## config.mk

```make
export PLATFORM = sky130hd
export DESIGN_NAME = fuzzy_membership_classifier
export DESIGN_NICKNAME = d
export VERILOG_FILES = /design/src/sv/fmc_pkg.sv /design/src/sv/fmc_fifo.sv /design/src/sv/fmc_div.sv /design/src/sv/fmc_isqrt.sv /design/src/sv/fmc_front.sv /design/src/sv/fmc_back.sv /design/src/sv/fuzzy_membership_classifier.sv
export SDC_FILE = /design/constraint.sdc
export NUM_CORES = 2
export LEC_CHECK = 0
export CAP_MARGIN = 15
export CELL_PAD_IN_SITES_DETAIL_PLACEMENT = 1
export CELL_PAD_IN_SITES_GLOBAL_PLACEMENT = 2
export CORE_AREA = 2 2 515 517
export DETAILED_ROUTE_END_ITERATION = 12
export DIE_AREA = 0 0 517 519
export DONT_BUFFER_PORTS = 1
export PLACE_DENSITY = 0.89
export RECOVER_POWER = 25
export SLEW_MARGIN = 20
export SYNTH_ARGS = -nofsm -noshare
export SYNTH_HDL_FRONTEND = slang
export SYNTH_HIERARCHICAL = 1
export SYNTH_SLANG_ARGS = --single-unit
```

## constraint.sdc

```tcl
create_clock -name clk -period 13.6 [get_ports clk]
set_input_delay 2.72 -clock clk [delete_from_list [all_inputs] [get_ports clk]]
set_output_delay 2.72 -clock clk [all_outputs]
set_load 0.01 [all_outputs]
```

## src/sv/fmc_pkg.sv

```systemverilog
// fmc_pkg: shared types, codes and constants of the fuzzy membership classifier
// no dependencies; imported by every module of the block except fmc_fifo

package fmc_pkg;

  localparam logic [1:0] OP_SAMPLE = 2'd0;
  localparam logic [1:0] OP_MEAN   = 2'd1;
  localparam logic [1:0] OP_DEV    = 2'd2;
  localparam logic [1:0] OP_ID     = 2'd3;

  localparam logic [2:0] REG_NUM_BANDS     = 3'd0;
  localparam logic [2:0] REG_NUM_CLASSES   = 3'd1;
  localparam logic [2:0] REG_Z_THRESHOLD   = 3'd2;
  localparam logic [2:0] REG_NODATA_ENABLE = 3'd3;
  localparam logic [2:0] REG_NODATA_VALUE  = 3'd4;

  localparam logic KIND_MEMB = 1'b0;
  localparam logic KIND_UNC  = 1'b1;

  localparam int DIV_NW = 64;
  localparam int DIV_DW = 32;
  localparam int SQ_RW  = 56;
  localparam int SQ_QW  = 28;
  localparam int SUM_W  = 48;

  localparam logic [15:0]      ONE_Q15 = 16'h8000;
  localparam logic [SUM_W-1:0] SAT48   = {SUM_W{1'b1}};

  typedef struct packed {
    logic [1:0]  op;
    logic [2:0]  slot;
    logic [1:0]  band;
    logic [15:0] value;
    logic        first;
    logic        last;
    logic        nodata;
  } cmd_t;

  typedef struct packed {
    logic        kind;
    logic [2:0]  slot;
    logic [15:0] id;
    logic [15:0] frac;
    logic        no_data;
    logic        last;
  } res_t;

  typedef enum logic [4:0] {
    ST_IDLE,
    ST_RD,
    ST_MUL,
    ST_DIV,
    ST_DIVW,
    ST_F_RD,
    ST_F_DIV,
    ST_F_DIVW,
    ST_F_SQW,
    ST_F_M,
    ST_F_MW,
    ST_N_RD,
    ST_N_CALC,
    ST_N_W,
    ST_N_PUSH,
    ST_U_MUL,
    ST_U_CALC,
    ST_U_W,
    ST_U_PUSH
  } st_t;

endpackage

```

## src/sv/fmc_fifo.sv

```systemverilog
// fmc_fifo: small register queue with full and empty flags
// no package dependencies; used for the command queue and the result queue

module fmc_fifo #(
  parameter int W     = 8,
  parameter int DEPTH = 2
) (
  input  logic         clk,
  input  logic         rst_n,
  input  logic         push,
  input  logic [W-1:0] din,
  output logic         full,
  input  logic         pop,
  output logic [W-1:0] dout,
  output logic         empty
);

  localparam int PW = (DEPTH > 1) ? $clog2(DEPTH) : 1;
  localparam int NW = $clog2(DEPTH + 1);

  logic [W-1:0]  mem_r [DEPTH];
  logic [PW-1:0] wr_ptr_r, rd_ptr_r;
  logic [NW-1:0] cnt_r;
  logic          do_push, do_pop;

  assign full    = cnt_r == NW'(DEPTH);
  assign empty   = cnt_r == '0;
  assign do_push = push && !full;
  assign do_pop  = pop && !empty;
  assign dout    = mem_r[rd_ptr_r];

  always_ff @(posedge clk) begin
    if (do_push) begin
      mem_r[wr_ptr_r] <= din;
    end
  end

  always_ff @(posedge clk) begin
    if (!rst_n) begin
      wr_ptr_r <= '0;
      rd_ptr_r <= '0;
      cnt_r    <= '0;
    end else begin
      if (do_push) begin
        wr_ptr_r <= (wr_ptr_r == PW'(DEPTH - 1)) ? '0 : wr_ptr_r + PW'(1);
      end
      if (do_pop) begin
        rd_ptr_r <= (rd_ptr_r == PW'(DEPTH - 1)) ? '0 : rd_ptr_r + PW'(1);
      end
      if (do_push && !do_pop) begin
        cnt_r <= cnt_r + NW'(1);
      end else if (do_pop && !do_push) begin
        cnt_r <= cnt_r - NW'(1);
      end
    end
  end

endmodule

```

## src/sv/fmc_div.sv

```systemverilog
// fmc_div: shared restoring divider, one quotient bit per cycle
// depends on fmc_pkg for the operand widths

module fmc_div (
  input  logic                      clk,
  input  logic                      rst_n,
  input  logic                      start,
  input  logic [fmc_pkg::DIV_NW-1:0] num,
  input  logic [fmc_pkg::DIV_DW-1:0] den,
  output logic                      done,
  output logic [fmc_pkg::DIV_NW-1:0] quo
);
  import fmc_pkg::*;

  localparam int CNTW = $clog2(DIV_NW + 1);

  logic [DIV_DW-1:0] rem_r, den_r;
  logic [DIV_NW-1:0] quo_r;
  logic [CNTW-1:0]   cnt_r;
  logic              busy_r, done_r;
  logic [DIV_DW:0]   trial;
  logic              qbit;
  logic [DIV_DW-1:0] rem_nxt;

  always_comb begin
    trial   = {rem_r, quo_r[DIV_NW-1]};
    qbit    = trial >= {1'b0, den_r};
    rem_nxt = qbit ? DIV_DW'(trial - {1'b0, den_r}) : DIV_DW'(trial);
  end

  always_ff @(posedge clk) begin
    if (start) begin
      rem_r <= '0;
      quo_r <= num;
      den_r <= den;
    end else if (busy_r) begin
      rem_r <= rem_nxt;
      quo_r <= {quo_r[DIV_NW-2:0], qbit};
    end
  end

  always_ff @(posedge clk) begin
    if (!rst_n) begin
      busy_r <= 1'b0;
      done_r <= 1'b0;
      cnt_r  <= '0;
    end else begin
      done_r <= busy_r && (cnt_r == CNTW'(1));
      if (start) begin
        busy_r <= 1'b1;
        cnt_r  <= CNTW'(DIV_NW);
      end else if (busy_r) begin
        cnt_r <= cnt_r - CNTW'(1);
        if (cnt_r == CNTW'(1)) begin
          busy_r <= 1'b0;
        end
      end
    end
  end

  assign done = done_r;
  assign quo  = quo_r;

endmodule

```

## src/sv/fmc_isqrt.sv

```systemverilog
// fmc_isqrt: digit-by-digit integer square root, one root bit per cycle
// depends on fmc_pkg for the radicand and root widths

module fmc_isqrt (
  input  logic                     clk,
  input  logic                     rst_n,
  input  logic                     start,
  input  logic [fmc_pkg::SQ_RW-1:0] rad,
  output logic                     done,
  output logic [fmc_pkg::SQ_QW-1:0] root
);
  import fmc_pkg::*;

  localparam int CNTW = $clog2(SQ_QW + 1);

  logic [SQ_RW-1:0] rad_r;
  logic [SQ_QW+1:0] rem_r;
  logic [SQ_QW-1:0] root_r;
  logic [CNTW-1:0]  cnt_r;
  logic             busy_r, done_r;
  logic [SQ_QW+3:0] cur, trial;
  logic             take;

  always_comb begin
    cur   = {rem_r, rad_r[SQ_RW-1:SQ_RW-2]};
    trial = {2'b00, root_r, 2'b01};
    take  = cur >= trial;
  end

  always_ff @(posedge clk) begin
    if (start) begin
      rad_r  <= rad;
      rem_r  <= '0;
      root_r <= '0;
    end else if (busy_r) begin
      rad_r  <= {rad_r[SQ_RW-3:0], 2'b00};
      rem_r  <= take ? (SQ_QW+2)'(cur - trial) : (SQ_QW+2)'(cur);
      root_r <= {root_r[SQ_QW-2:0], take};
    end
  end

  always_ff @(posedge clk) begin
    if (!rst_n) begin
      busy_r <= 1'b0;
      done_r <= 1'b0;
      cnt_r  <= '0;
    end else begin
      done_r <= busy_r && (cnt_r == CNTW'(1));
      if (start) begin
        busy_r <= 1'b1;
        cnt_r  <= CNTW'(SQ_QW);
      end else if (busy_r) begin
        cnt_r <= cnt_r - CNTW'(1);
        if (cnt_r == CNTW'(1)) begin
          busy_r <= 1'b0;
        end
      end
    end
  end

  assign done = done_r;
  assign root = root_r;

endmodule

```

## src/sv/fmc_front.sv

```systemverilog
// fmc_front: accepts items, drops the ones that have no effect, tags pixel start/end
// depends on fmc_pkg (cmd_t, op codes) and fmc_fifo (command queue)

module fmc_front #(
  parameter int MAX_CLASSES = 8,
  parameter int MAX_BANDS   = 4,
  parameter int NBW         = 3
) (
  input  logic                clk,
  input  logic                rst_n,
  input  logic                in_push,
  output logic                in_full,
  input  logic [1:0]          in_op,
  input  logic [2:0]          in_class_index,
  input  logic [1:0]          in_band_index,
  input  logic [15:0]         in_value,
  input  logic [NBW-1:0]      nb,
  input  logic                nodata_en,
  input  logic [15:0]         nodata_val,
  input  logic                cmd_pop,
  output logic                cmd_empty,
  output fmc_pkg::cmd_t       cmd
);
  import fmc_pkg::*;

  logic keep;
  logic q_full, q_push;
  cmd_t cmd_in;
  logic [$bits(cmd_t)-1:0] q_dout;

  always_comb begin
    case (in_op)
      OP_SAMPLE: keep = 6'(in_band_index) < 6'(nb);
      OP_ID:     keep = 32'(in_class_index) < MAX_CLASSES;
      default:   keep = (32'(in_class_index) < MAX_CLASSES) &&
                        (32'(in_band_index) < MAX_BANDS);
    endcase
  end

  always_comb begin
    cmd_in.op     = in_op;
    cmd_in.slot   = in_class_index;
    cmd_in.band   = in_band_index;
    cmd_in.value  = in_value;
    cmd_in.first  = in_band_index == 2'd0;
    cmd_in.last   = 6'(in_band_index) == (6'(nb) - 6'd1);
    cmd_in.nodata = nodata_en && (in_value == nodata_val);
  end

  assign in_full = q_full;
  assign q_push  = in_push && !q_full && keep;

  fmc_fifo #(
    .W     ($bits(cmd_t)),
    .DEPTH (2)
  ) u_cmd_q (
    .clk   (clk),
    .rst_n (rst_n),
    .push  (q_push),
    .din   (cmd_in),
    .full  (q_full),
    .pop   (cmd_pop),
    .dout  (q_dout),
    .empty (cmd_empty)
  );

  assign cmd = cmd_t'(q_dout);

endmodule

```

## src/sv/fmc_back.sv

```systemverilog
// fmc_back: class stores, distance accumulation, membership and uncertainty sequencer
// depends on fmc_pkg, fmc_div, fmc_isqrt and fmc_fifo (result queue)

module fmc_back #(
  parameter int MAX_CLASSES = 8,
  parameter int MAX_BANDS   = 4,
  parameter int NBW         = 3,
  parameter int CNW         = 4
) (
  input  logic            clk,
  input  logic            rst_n,
  input  logic [NBW-1:0]  nb,
  input  logic [CNW-1:0]  nc,
  input  logic [15:0]     thr,
  input  logic            cmd_empty,
  output logic            cmd_pop,
  input  fmc_pkg::cmd_t   cmd,
  input  logic            out_pop,
  output logic            out_empty,
  output fmc_pkg::res_t   out_item
);
  import fmc_pkg::*;

  localparam int CW     = (MAX_CLASSES > 1) ? $clog2(MAX_CLASSES) : 1;
  localparam int BW     = (MAX_BANDS > 1) ? $clog2(MAX_BANDS) : 1;
  localparam int AW     = CW + BW;
  localparam int MDEPTH = MAX_CLASSES * (2 ** BW);
  localparam int MSW    = 16 + $clog2(MAX_CLASSES);
  localparam int UAW    = MSW + CNW;

  st_t state_r, state_nxt;
  cmd_t cmd_r;
  logic [CW-1:0] c_r;
  logic c_last;

  logic [15:0]      means_mem [MDEPTH];
  logic [15:0]      devs_mem  [MDEPTH];
  logic [15:0]      ids_mem   [MAX_CLASSES];
  logic [SUM_W-1:0] sums_mem  [MAX_CLASSES];
  logic [15:0]      memb_mem  [MAX_CLASSES];
  logic [MAX_CLASSES-1:0] sum_vld_r;

  logic [15:0]      mean_q_r, dev_q_r, id_q_r, memb_q_r;
  logic [SUM_W-1:0] sum_q_r;
  logic             sum_v_r;

  logic [31:0]      ad2_r, dv2_r;
  logic [SUM_W-1:0] acc_r;
  logic [SQ_QW-1:0] z_r;
  logic [MSW-1:0]   msum_r;
  logic [15:0]      mmax_r;
  logic [UAW-1:0]   ua_r, ub_r;
  logic [15:0]      frac_r;
  logic             nodata_r;

  logic [AW-1:0]    rd_addr, ld_addr;
  logic [15:0]      ad, dev_eff;
  logic [SUM_W-1:0] term, snew;
  logic [SUM_W:0]   ssum;
  logic [15:0]      m_val, unc_q;
  logic             z_ge, norm_zero, unc_one;

  logic                div_start, div_done;
  logic [DIV_NW-1:0]   div_num, div_quo;
  logic [DIV_DW-1:0]   div_den;
  logic                sq_start, sq_done;
  logic [SQ_RW-1:0]    sq_rad;
  logic [SQ_QW-1:0]    sq_root;
  logic                out_push, out_full;
  res_t                out_res;
  logic                sum_we, memb_we, ld_mean_we, ld_dev_we, ld_id_we;
  logic [$bits(res_t)-1:0] out_dout;

  assign c_last    = CNW'(c_r) == (nc - CNW'(1));
  assign rd_addr   = {c_r, BW'(cmd_r.band)};
  assign ld_addr   = {CW'(cmd.slot), BW'(cmd.band)};
  assign z_ge      = z_r >= SQ_QW'(thr);
  assign norm_zero = nodata_r || (msum_r == '0);
  assign unc_one   = (nc == CNW'(1)) || (msum_r == '0);

  always_comb begin
    ad      = (cmd_r.value >= mean_q_r) ? cmd_r.value - mean_q_r : mean_q_r - cmd_r.value;
    dev_eff = (dev_q_r == '0) ? 16'd1 : dev_q_r;
    term    = (div_quo[DIV_NW-1:SUM_W] != '0) ? SAT48 : div_quo[SUM_W-1:0];
    ssum    = {1'b0, acc_r} + {1'b0, term};
    snew    = ssum[SUM_W] ? SAT48 : ssum[SUM_W-1:0];
    m_val   = (state_r == ST_F_M) ? 16'd0 : ONE_Q15 - div_quo[15:0];
    unc_q   = (div_quo > DIV_NW'(ONE_Q15)) ? ONE_Q15 : div_quo[15:0];
  end

  // next state
  always_comb begin
    state_nxt = state_r;
    case (state_r)
      ST_IDLE:   if (!cmd_empty && cmd.op == OP_SAMPLE) state_nxt = ST_RD;
      ST_RD:     state_nxt = ST_MUL;
      ST_MUL:    state_nxt = ST_DIV;
      ST_DIV:    state_nxt = ST_DIVW;
      ST_DIVW: begin
        if (div_done) begin
          if (!c_last) state_nxt = ST_RD;
          else state_nxt = cmd_r.last ? ST_F_RD : ST_IDLE;
        end
      end
      ST_F_RD:   state_nxt = ST_F_DIV;
      ST_F_DIV:  state_nxt = ST_F_DIVW;
      ST_F_DIVW: if (div_done) state_nxt = ST_F_SQW;
      ST_F_SQW:  if (sq_done) state_nxt = ST_F_M;
      ST_F_M: begin
        if (z_ge) state_nxt = c_last ? ST_N_RD : ST_F_RD;
        else state_nxt = ST_F_MW;
      end
      ST_F_MW:   if (div_done) state_nxt = c_last ? ST_N_RD : ST_F_RD;
      ST_N_RD:   state_nxt = ST_N_CALC;
      ST_N_CALC: state_nxt = norm_zero ? ST_N_PUSH : ST_N_W;
      ST_N_W:    if (div_done) state_nxt = ST_N_PUSH;
      ST_N_PUSH: if (!out_full) state_nxt = c_last ? ST_U_MUL : ST_N_RD;
      ST_U_MUL:  state_nxt = ST_U_CALC;
      ST_U_CALC: state_nxt = unc_one ? ST_U_PUSH : ST_U_W;
      ST_U_W:    if (div_done) state_nxt = ST_U_PUSH;
      ST_U_PUSH: if (!out_full) state_nxt = ST_IDLE;
      default:   state_nxt = ST_IDLE;
    endcase
  end

  // outputs
  always_comb begin
    cmd_pop    = 1'b0;
    div_start  = 1'b0;
    div_num    = '0;
    div_den    = '0;
    sq_start   = 1'b0;
    sq_rad     = {div_quo[SUM_W-1:0], 8'b0};
    out_push   = 1'b0;
    sum_we     = 1'b0;
    memb_we    = 1'b0;
    ld_mean_we = 1'b0;
    ld_dev_we  = 1'b0;
    ld_id_we   = 1'b0;
    out_res.kind    = KIND_MEMB;
    out_res.slot    = 3'(c_r);
    out_res.id      = id_q_r;
    out_res.frac    = frac_r;
    out_res.no_data = nodata_r;
    out_res.last    = 1'b0;
    case (state_r)
      ST_IDLE: begin
        cmd_pop    = !cmd_empty;
        ld_mean_we = !cmd_empty && cmd.op == OP_MEAN;
        ld_dev_we  = !cmd_empty && cmd.op == OP_DEV;
        ld_id_we   = !cmd_empty && cmd.op == OP_ID;
      end
      ST_DIV: begin
        div_start = 1'b1;
        div_num   = DIV_NW'({ad2_r, 24'b0});
        div_den   = dv2_r;
      end
      ST_DIVW: sum_we = div_done;
      ST_F_DIV: begin
        div_start = 1'b1;
        div_num   = DIV_NW'(sum_v_r ? sum_q_r : {SUM_W{1'b0}});
        div_den   = DIV_DW'(nb);
      end
      ST_F_DIVW: sq_start = div_done;
      ST_F_M: begin
        memb_we   = z_ge;
        div_start = !z_ge;
        div_num   = DIV_NW'({z_r, 15'b0});
        div_den   = DIV_DW'(thr);
      end
      ST_F_MW: memb_we = div_done;
      ST_N_CALC: begin
        div_start = !norm_zero;
        div_num   = DIV_NW'({memb_q_r, 15'b0});
        div_den   = DIV_DW'(msum_r);
      end
      ST_N_PUSH: out_push = !out_full;
      ST_U_CALC: begin
        div_start = !unc_one;
        div_num   = DIV_NW'({ua_r, 15'b0});
        div_den   = DIV_DW'(ub_r);
      end
      ST_U_PUSH: begin
        out_push     = !out_full;
        out_res.kind = KIND_UNC;
        out_res.slot = 3'd0;
        out_res.id   = 16'd0;
        out_res.frac = nodata_r ? 16'd0 : frac_r;
        out_res.last = 1'b1;
      end
      default: begin
        cmd_pop = 1'b0;
      end
    endcase
  end

  always_ff @(posedge clk) begin
    if (!rst_n) begin
      state_r   <= ST_IDLE;
      c_r       <= '0;
      sum_vld_r <= '0;
      nodata_r  <= 1'b0;
    end else begin
      state_r <= state_nxt;
      if (cmd_pop && cmd.op == OP_SAMPLE) begin
        c_r <= '0;
        if (cmd.first) begin
          sum_vld_r <= '0;
          nodata_r  <= cmd.nodata;
        end
      end
      if (sum_we) begin
        sum_vld_r[c_r] <= 1'b1;
        c_r <= c_last ? '0 : c_r + CW'(1);
      end
      if (memb_we) begin
        c_r <= c_last ? '0 : c_r + CW'(1);
      end
      if (state_r == ST_N_PUSH && out_push && !c_last) begin
        c_r <= c_r + CW'(1);
      end
      if (state_r == ST_U_PUSH && out_push) begin
        sum_vld_r <= '0;
        nodata_r  <= 1'b0;
      end
    end
  end

  // class stores and working stores
  always_ff @(posedge clk) begin
    if (ld_mean_we) means_mem[ld_addr] <= cmd.value;
    if (ld_dev_we) devs_mem[ld_addr] <= (cmd.value == '0) ? 16'd1 : cmd.value;
    if (ld_id_we) ids_mem[CW'(cmd.slot)] <= cmd.value;
    if (sum_we) sums_mem[c_r] <= snew;
    if (memb_we) memb_mem[c_r] <= m_val;
    mean_q_r <= means_mem[rd_addr];
    dev_q_r  <= devs_mem[rd_addr];
    id_q_r   <= ids_mem[c_r];
    sum_q_r  <= sums_mem[c_r];
    sum_v_r  <= sum_vld_r[c_r];
    memb_q_r <= memb_mem[c_r];
  end

  always_ff @(posedge clk) begin
    if (cmd_pop) cmd_r <= cmd;
    case (state_r)
      ST_MUL: begin
        ad2_r <= 32'(ad) * 32'(ad);
        dv2_r <= 32'(dev_eff) * 32'(dev_eff);
        acc_r <= sum_v_r ? sum_q_r : '0;
      end
      ST_DIVW: begin
        if (div_done && c_last) begin
          msum_r <= '0;
          mmax_r <= '0;
        end
      end
      ST_F_SQW: if (sq_done) z_r <= sq_root;
      ST_N_CALC: if (norm_zero) frac_r <= '0;
      ST_N_W: if (div_done) frac_r <= div_quo[15:0];
      ST_U_MUL: begin
        ua_r <= UAW'(nc) * UAW'(msum_r - MSW'(mmax_r));
        ub_r <= UAW'(nc - CNW'(1)) * UAW'(msum_r);
      end
      ST_U_CALC: if (unc_one) frac_r <= ONE_Q15;
      ST_U_W: if (div_done) frac_r <= unc_q;
      default: begin
        if (memb_we) begin
          msum_r <= msum_r + MSW'(m_val);
          if (m_val > mmax_r) mmax_r <= m_val;
        end
      end
    endcase
  end

  fmc_div u_div (
    .clk   (clk),
    .rst_n (rst_n),
    .start (div_start),
    .num   (div_num),
    .den   (div_den),
    .done  (div_done),
    .quo   (div_quo)
  );

  fmc_isqrt u_sqrt (
    .clk   (clk),
    .rst_n (rst_n),
    .start (sq_start),
    .rad   (sq_rad),
    .done  (sq_done),
    .root  (sq_root)
  );

  fmc_fifo #(
    .W     ($bits(res_t)),
    .DEPTH (2)
  ) u_res_q (
    .clk   (clk),
    .rst_n (rst_n),
    .push  (out_push),
    .din   (out_res),
    .full  (out_full),
    .pop   (out_pop),
    .dout  (out_dout),
    .empty (out_empty)
  );

  assign out_item = res_t'(out_dout);

`ifndef ASSERT_OFF
  a_push_room: assert property (@(posedge clk) disable iff (!rst_n)
    out_push |-> !out_full) else $error("result pushed into full queue");
  a_frac_range: assert property (@(posedge clk) disable iff (!rst_n)
    out_push |-> (out_res.frac <= ONE_Q15)) else $error("fraction above one");
  a_nodata_zero: assert property (@(posedge clk) disable iff (!rst_n)
    (out_push && nodata_r) |-> (out_res.frac == '0)) else $error("no-data fraction not zero");
  a_class_range: assert property (@(posedge clk) disable iff (!rst_n)
    (state_r != ST_IDLE) |-> (CNW'(c_r) < nc)) else $error("class counter out of range");
  a_pixel_clear: assert property (@(posedge clk) disable iff (!rst_n)
    (state_r == ST_U_PUSH && out_push) |=> (sum_vld_r == '0 && !nodata_r))
    else $error("pixel state not cleared");
`endif

endmodule

```

## src/sv/fuzzy_membership_classifier.sv

```systemverilog
// Fuzzy membership classifier. Load items (op 1..3) write per-class band means,
// deviations and ids; the back end takes each one in its idle state. A band sample
// visits each class in use in turn, and each class uses the shared radix-2 divider.
// The last band of a pixel adds per class one division by the band count, a square
// root and one more division (skipped when z reaches the threshold), then one
// division per class for normalization and one for the uncertainty (skipped when C
// is 1 or all memberships are zero).
// A two-entry queue sits on each side, so items may be pushed while results wait.

module fuzzy_membership_classifier #(
  parameter int MAX_CLASSES = 8,
  parameter int MAX_BANDS   = 4
) (
  input  logic        clk,
  input  logic        rst_n,
  input  logic        in_push,
  output logic        in_full,
  input  logic [1:0]  in_op,
  input  logic [2:0]  in_class_index,
  input  logic [1:0]  in_band_index,
  input  logic [15:0] in_value,
  output logic        out_empty,
  input  logic        out_pop,
  output logic        out_kind,
  output logic [2:0]  out_class_index_res,
  output logic [15:0] out_slot_id,
  output logic [15:0] out_fraction,
  output logic        out_no_data,
  output logic        out_last,
  input  logic        cfg_psel,
  input  logic        cfg_penable,
  input  logic        cfg_pwrite,
  input  logic [4:0]  cfg_paddr,
  input  logic [31:0] cfg_pwdata,
  output logic [31:0] cfg_prdata,
  output logic        cfg_pready
);
  import fmc_pkg::*;

  localparam int NBW = $clog2(MAX_BANDS + 1);
  localparam int CNW = $clog2(MAX_CLASSES + 1);

  logic [2:0]  num_bands_r;
  logic [3:0]  num_classes_r;
  logic [15:0] z_thr_r;
  logic        nd_en_r;
  logic [15:0] nd_val_r;
  logic        cfg_we;
  logic [NBW-1:0] nb;
  logic [CNW-1:0] nc;
  logic [15:0]    thr;
  logic        cmd_pop, cmd_empty;
  cmd_t        cmd;
  res_t        res;

  assign cfg_pready = 1'b1;
  assign cfg_we     = cfg_psel && cfg_penable && cfg_pwrite && cfg_pready;

  always_ff @(posedge clk) begin
    if (!rst_n) begin
      num_bands_r   <= 3'd4;
      num_classes_r <= 4'd8;
      z_thr_r       <= 16'd8028;
      nd_en_r       <= 1'b0;
      nd_val_r      <= 16'd0;
    end else if (cfg_we) begin
      case (cfg_paddr[4:2])
        REG_NUM_BANDS:     num_bands_r   <= cfg_pwdata[2:0];
        REG_NUM_CLASSES:   num_classes_r <= cfg_pwdata[3:0];
        REG_Z_THRESHOLD:   z_thr_r       <= cfg_pwdata[15:0];
        REG_NODATA_ENABLE: nd_en_r       <= cfg_pwdata[0];
        REG_NODATA_VALUE:  nd_val_r      <= cfg_pwdata[15:0];
        default: ;
      endcase
    end
  end

  always_comb begin
    case (cfg_paddr[4:2])
      REG_NUM_BANDS:     cfg_prdata = 32'(num_bands_r);
      REG_NUM_CLASSES:   cfg_prdata = 32'(num_classes_r);
      REG_Z_THRESHOLD:   cfg_prdata = 32'(z_thr_r);
      REG_NODATA_ENABLE: cfg_prdata = 32'(nd_en_r);
      REG_NODATA_VALUE:  cfg_prdata = 32'(nd_val_r);
      default:           cfg_prdata = 32'd0;
    endcase
  end

  // effective counts and threshold
  always_comb begin
    if (num_bands_r == '0) nb = NBW'(1);
    else if (32'(num_bands_r) > MAX_BANDS) nb = NBW'(MAX_BANDS);
    else nb = NBW'(num_bands_r);
    if (num_classes_r == '0) nc = CNW'(1);
    else if (32'(num_classes_r) > MAX_CLASSES) nc = CNW'(MAX_CLASSES);
    else nc = CNW'(num_classes_r);
    thr = (z_thr_r == '0) ? 16'd1 : z_thr_r;
  end

  fmc_front #(
    .MAX_CLASSES (MAX_CLASSES),
    .MAX_BANDS   (MAX_BANDS),
    .NBW         (NBW)
  ) u_front (
    .clk            (clk),
    .rst_n          (rst_n),
    .in_push        (in_push),
    .in_full        (in_full),
    .in_op          (in_op),
    .in_class_index (in_class_index),
    .in_band_index  (in_band_index),
    .in_value       (in_value),
    .nb             (nb),
    .nodata_en      (nd_en_r),
    .nodata_val     (nd_val_r),
    .cmd_pop        (cmd_pop),
    .cmd_empty      (cmd_empty),
    .cmd            (cmd)
  );

  fmc_back #(
    .MAX_CLASSES (MAX_CLASSES),
    .MAX_BANDS   (MAX_BANDS),
    .NBW         (NBW),
    .CNW         (CNW)
  ) u_back (
    .clk       (clk),
    .rst_n     (rst_n),
    .nb        (nb),
    .nc        (nc),
    .thr       (thr),
    .cmd_empty (cmd_empty),
    .cmd_pop   (cmd_pop),
    .cmd       (cmd),
    .out_pop   (out_pop),
    .out_empty (out_empty),
    .out_item  (res)
  );

  assign out_kind            = res.kind;
  assign out_class_index_res = res.slot;
  assign out_slot_id         = res.id;
  assign out_fraction        = res.frac;
  assign out_no_data         = res.no_data;
  assign out_last            = res.last;

endmodule

```

# [After elaboration in Yosys (flattened, before gate mapping)]
# Memory sizes are Yosys's and may differ from the RTL's. A register that Yosys moved wholly into a read port is not among the register bits.
# Cells that the tools add are included.
[word_totals] regBits=572 latchBits=0 ram_bits=1792 mem_bits_ro=0 in_bits=67 elab_cells=325 memories=7
[mem_list] name="u_back.devs_mem" depth=32 word_bits=16 rd=1 rd_ports_with_merged_regs=1 wr=1 line_no="fmc_back.sv:37" rtl="logic [15:0] devs_mem [MDEPTH];"
[mem_list] name="u_back.means_mem" depth=32 word_bits=16 rd=1 rd_ports_with_merged_regs=1 wr=1 line_no="fmc_back.sv:36" rtl="logic [15:0] means_mem [MDEPTH];"
[mem_list] name="u_back.sums_mem" depth=8 word_bits=48 rd=1 rd_ports_with_merged_regs=1 wr=1 line_no="fmc_back.sv:39" rtl="logic [SUM_W-1:0] sums_mem [MAX_CLASSES];"
[mem_list] name="u_back.ids_mem" depth=8 word_bits=16 rd=1 rd_ports_with_merged_regs=1 wr=1 line_no="fmc_back.sv:38" rtl="logic [15:0] ids_mem [MAX_CLASSES];"
[mem_list] name="u_back.memb_mem" depth=8 word_bits=16 rd=1 rd_ports_with_merged_regs=1 wr=1 line_no="fmc_back.sv:40" rtl="logic [15:0] memb_mem [MAX_CLASSES];"
[mem_list] name="u_back.u_res_q.mem_r" depth=2 word_bits=38 rd=1 rd_ports_with_merged_regs=1 wr=1 line_no="fmc_fifo.sv:21" rtl="logic [W-1:0] mem_r [DEPTH];"
[mem_list] name="+1 memories"
[op_classes] add_sub_neg=22 multipliers=4 n_div=0 n_lt_le_gt_ge=11 eq_ne=45 n_shift=0 muxes=113 bitwise=3 n_reduce_logical=78
[op_table] op="$pmux W64 S5" n=1
[op_table] op="$mux W16" n=14
[op_table] op="$pmux W32 S5" n=1
[op_table] op="$mux W48" n=3
[op_table] op="$mux W64" n=2
[op_table] op="$mux W56" n=2
[op_table] op="$pmux W5 S19" n=1
[op_table] op="$pmux W16 S5" n=1
[op_table] op="$mux W5" n=13
[op_table] op="$gt A64 B16 Y1 const B" n=1
[op_table] op="$mul A16 B16 Y32" n=2
[op_table] op="$pmux W16 S4" n=1
[op_table] op="$add A48 B48 Y49" n=1
[op_table] op="$logic_not A16 Y1" n=3
[op_table] op="$eq A5 B4 Y1 const B" n=8
[op_table] op="$mux W1" n=39
[op_table] op="$mux W19" n=2
[op_table] op="$pmux W19 S2" n=1
[op_table] op="$mux W36" n=1
[op_table] op="$ge A33 B32 Y1" n=1
[op_table] op="$ge A32 B30 Y1" n=1
[op_table] op="$mux W32" n=1
[op_table] op="$mux W8" n=4
[op_table] op="$pmux W16 S2" n=1
[op_table] op="70 further kinds" n=171

# [Longest topological paths before layout]
[logic_depth] ltp_word=11 ltp_mapped=38 depth_no_buf=37

# [Hierarchy]
# Netlist, hierarchy kept.
[by_module_without_submodules] mod="fmc_back" instances=1 cells_per_inst=7051 area_per_inst_um2=101160.8 seq_area_each_um2=60197.7
[by_module_without_submodules] mod="fmc_div" instances=1 cells_per_inst=661 area_per_inst_um2=7353.3 seq_area_each_um2=3703.6
[by_module_without_submodules] mod="fmc_isqrt" instances=1 cells_per_inst=688 area_per_inst_um2=6835.3 seq_area_each_um2=2982.9
[by_module_without_submodules] mod="fmc_fifo (u_back.u_res_q)" instances=1 cells_per_inst=143 area_per_inst_um2=2971.6 seq_area_each_um2=2382.3
[by_module_without_submodules] mod="fuzzy_membership_classifier" instances=1 cells_per_inst=264 area_per_inst_um2=2234.6 seq_area_each_um2=800.8
[by_module_without_submodules] mod="fmc_fifo (u_front.u_cmd_q)" instances=1 cells_per_inst=106 area_per_inst_um2=2108.3 seq_area_each_um2=1661.6
[by_module_without_submodules] mod="fmc_front" instances=1 cells_per_inst=37 area_per_inst_um2=282.8 seq_area_each_um2=0.0

# [Worst setup path after synthesis]
# OpenSTA, ideal clock, no wires.
[synth_timing] path_type="register -> register" from="register u_back.state_r[1]" to="register u_back.acc_r[0], enable pin" setup_ns=0.849 arrival_time_ns=11.261 slack_ns=1.490 path_stages_with_launch=5 path_buffers=2 period_less_slack_ns=12.110 path_cell_list="dfxtp_1 > clkbuf_1 > clkbuf_1 > nand2b_1 > nor4_1"
[synth_via] elab_chain_len=1
[synth_rtl] element="from (decl)" line_no="fmc_back.sv:31" rtl="st_t state_r, state_nxt;"
[synth_rtl] element="from (signal assigned)" line_no="fmc_back.sv:204" rtl="state_r <= state_nxt;"
[synth_rtl] element="$eq A5 B2 Y1" line_no="fmc_back.sv:246" rtl="case (state_r)"
[synth_rtl] element="to (signal assigned)" line_no="fmc_back.sv:250" rtl="acc_r <= sum_v_r ? sum_q_r : '0;"
[synth_rtl] element="to (decl)" line_no="fmc_back.sv:48" rtl="logic [SUM_W-1:0] acc_r;"
# Every way passes these cells.
# A chain may end at the register's enable or synchronous reset.

# [Final worst setup path]
[layout_timing] from="register u_back/cmd_r[3] (netlist name)" to="register u_back.ad2_r[22] (data pin)"
[layout_via] elab_chain_len=3 word_cells_on_any_way=5 classes_between="add/sub (2); mul (1); order compare (1); mux (1)"
[layout_rtl] element="from (decl)" line_no="fmc_back.sv:32" rtl="cmd_t cmd_r;"
[layout_rtl] element="from (signal assigned)" line_no="fmc_back.sv:245" rtl="if (cmd_pop) cmd_r <= cmd;"
[layout_rtl] element="$sub A16 B16 Y16 or $ge A16 B16 Y1 (tied branches)" line_no="fmc_back.sv:82" rtl="ad = (cmd_r.value >= mean_q_r) ? cmd_r.value - mean_q_r : mean_q_r - cmd_r.value;"
[layout_rtl] element="$mux W16 *" line_no="fmc_back.sv:82"
[layout_rtl] element="$mul A16 B16 Y32 *" line_no="fmc_back.sv:248" rtl="ad2_r <= 32'(ad) * 32'(ad);"
[layout_rtl] element="to (signal assigned)" line_no="fmc_back.sv:248"
[layout_rtl] element="to (decl)" line_no="fmc_back.sv:47" rtl="logic [31:0] ad2_r, dv2_r;"
# Mark *: on every way between the ends. The rest lies on a longest branch, timed or not.

==> results.txt <==
status: finished with violations
failing checks: max-capacitance violations, max-slew violations
Die ar.: 268000 sq um
setup bufs post-CTS: 0
synth warn: 6
Nets: 9936
Gates resized, CTS repair: 0
Synth Instances: 8950
share of cells above drive strength 1: 12.6%
placed insts: 12300
RSZ-0062 raised after global routing: no
GRT Resource Usage Total: 27.1%
antenna-violating nets left: 0
first-pass GRT wire length: 545 mm
critical path fanouts, max: 17
# clock sinks: 2484
Clock Path Buffers: 4
Cell Area, Synth: 123000 sq um
First-pass DRT Iterations: 6
Overflow after GRT: 0
CP Class: flop to flop
EDFF count, synth: 2198
vias in the first global route: 83100
register area: 71700 sq um
top-count cell post-synth: edfxtp_1
Avg Cell Area, Syn: 13.7 sq um
die width: 517 microns
Max Cap Viol: 35
top cell type's share of synthesized area: 53.7%
Critical Path Max Stage Delay: 770 ps
CTS tree: built
vias: 77600
Core ar.: 263000 sq um
CP arrival: 10590 ps
Initial Util: 46.7%
final hold vios: 0
Root Driver: clkbuf_16
post-synthesis register bit count: 2484
critical path's most frequent cell: inv_1
Worst Max-Slew Pin Slew: 3910 ps
relative slew slack: -161%
Post-CTS Hold Buffers: 0
multi-input logic area: 46700 sq um
Reg clk slew, reported paths: 80 ps
crit share post-route: 73.3%
Fill cells: 25800
Post-synth top flop: edfxtp_1
worst skew pair latency: 960 ps
Hold WC Path Type: flop to flop
H-tree depth: 4
GPL Wtd Cong: 0.885
die height: 519 microns
Critical-path top delay cell: ha_1
Yosys cell types: 118
initial antenna violation count: 9
Area contributors post-synth: edfxtp_1, fa_1, ha_1
layout overhead on the synthesized area: 9.85%
clock period minus worst slack: 9970 ps
final-layout setup total negative slack: 0 ps
Required @ worst endpoint: 14220 ps
post-route DRC violation count: 0
final cell count without fillers: 12700
Ports: 140
Place WS: 3760 ps
via/cell ratio: 6.11
Setup Skew: 140 ps
Setup crit end kind: flop
Final WS setup: 3630 ps
cell taking the most area after synthesis: edfxtp_1
CTS Buf Count: 243
drt total wl: 367 mm
Synth top cells by count: edfxtp_1, inv_1, nand2_1
setup violators final: 0
fraction of registers with async set/reset: 0%
Seq/Total Area, Yosys: 58.3%
fin. max-slew vios: 1409
Wirelength per Cell: 28.9 microns
Core Rows: 189
max frequency: 0.100 GHz
Starting DRT DRC Count: 8900
I/O Buffers: 0
largest net degree at the start of global routing: 120
Worst setup SP type: flop
post-DP HPWL: 236 mm
==> per-stage QoR <==
stage	cell area [sq um]	util (%)	hold slack, ps
after floorplan	123000	-	429
after global routing	135000	51.3	403
final	135000	51.3	397
after CTS	135000	51.3	391
after global placement	127000	48.3	454
after detailed placement	127000	48.3	452
==> cell type report <==
cell class	instances	area share, %
Sequential cell	2484	53.1
Multi-Input combinational cell	5256	34.6
Clock buffer	304	4.82
Tap cell	3533	3.27
Inverter	785	2.18
Timing Repair Buffer	195	1.05
Clock inverter	140	0.978
Antenna cell	3	0.00556
==> worst max-delay path, delay by kind of cell (launching register included) <==
family | cells | cell delay [ps]
AND/OR/NAND/NOR | 6 | 1860
AO/OA/AOI/OAI | 8 | 1780
XOR/XNOR | 2 | 770
adder cells (fa/ha/maj) | 8 | 4160
flip-flops | 1 | 370
buffers and inverters | 9 | 730
==> path summary, 6_finish.rpt <==
| path | to | depth (start not counted) | slack [ps] | from |
|---|---|---|---|---|
| max reg2reg | u_back/ad2_r[22]$_DFFE_PP_ | 33 | 3630 | u_back/cmd_r[3]$_DFFE_PP_ |
| min | u_back/sum_q_r[7]$_DFF_P_ | 2 | 400 | u_back/sums_mem[6][7]$_DFFE_PP_ |
| min reg2reg | u_back/sum_q_r[7]$_DFF_P_ | 2 | 400 | u_back/sums_mem[6][7]$_DFFE_PP_ |
| max | u_back/ad2_r[22]$_DFFE_PP_ | 33 | 3630 | u_back/cmd_r[3]$_DFFE_PP_ |
==> logic make-up (layout without fill, tap and decap cells) <==
logic type      Yosys count  in the layout  share of synthesized area, %
compound gates         1440           1440                          8.29
xor+xnor                281            281                          2.07
fa+ha+maj               904            904                          11.8
buf+inv                1240           1424                          3.99
flops                  2484           2484                          58.3
mux                     550            550                          7.28
other cells               3             36                       0.00916
simple gates           2048           2048                          8.21
==> placed cells by master (no fill, tap or decap), types with 33 or more instances in the layout <==
cell,synthesis,final
edfxtp_1,2198,2198
nor2b_1,114,113
clkinv_1,1,38
dfxtp_1,286,284
a21oi_1,263,262
o21bai_1,36,36
nor4_1,49,48
clkbuf_1,344,83
and2_0,1,50
nand2_1,570,570
mux2_2,188,175
xor2_1,94,94
or2_2,65,65
nor3_1,98,90
and2_1,224,175
conb_1,3,33
a22oi_1,515,515
a211oi_1,45,45
a21o_1,119,119
o21ai_0,121,121
mux2i_1,104,104
mux4_2,256,256
clkbuf_16,0,246
nand4_1,150,150
buf_4,36,150
nor2_1,492,457
nand3_1,92,92
o21a_1,42,42
o211ai_1,40,40
inv_1,771,770
nand2b_1,63,63
fa_1,426,426
clkinv_2,0,46
ha_1,478,478
xnor2_1,178,177
==> flip-flops by register name (all words and copies together) (netlist names), 52 cells and up, named ones only <==
register and cells:
u_back/means_mem 512, u_back/devs_mem 512, u_front/u_cmd_q/mem_r 52, u_back/memb_mem 128, u_back/u_sqrt/rad_r 56, u_back/sums_mem 384, u_back/ids_mem 128, u_back/u_res_q/mem_r 76
u_back/u_div/quo 64
==> per-layer routing <==
layer  part of all wire [%]  GRT usage [%]  routed length, microns
met1                     38           34.8                  140000
met2                     49           45.7                  181000
met3                    7.9           3.94                   29000
met4                    4.7           11.4                   17400
met5                 0.0093              0                      34
Power is not shown: default switching activity piles up to over one toggle a cycle in this logic, so the estimate is an artifact.
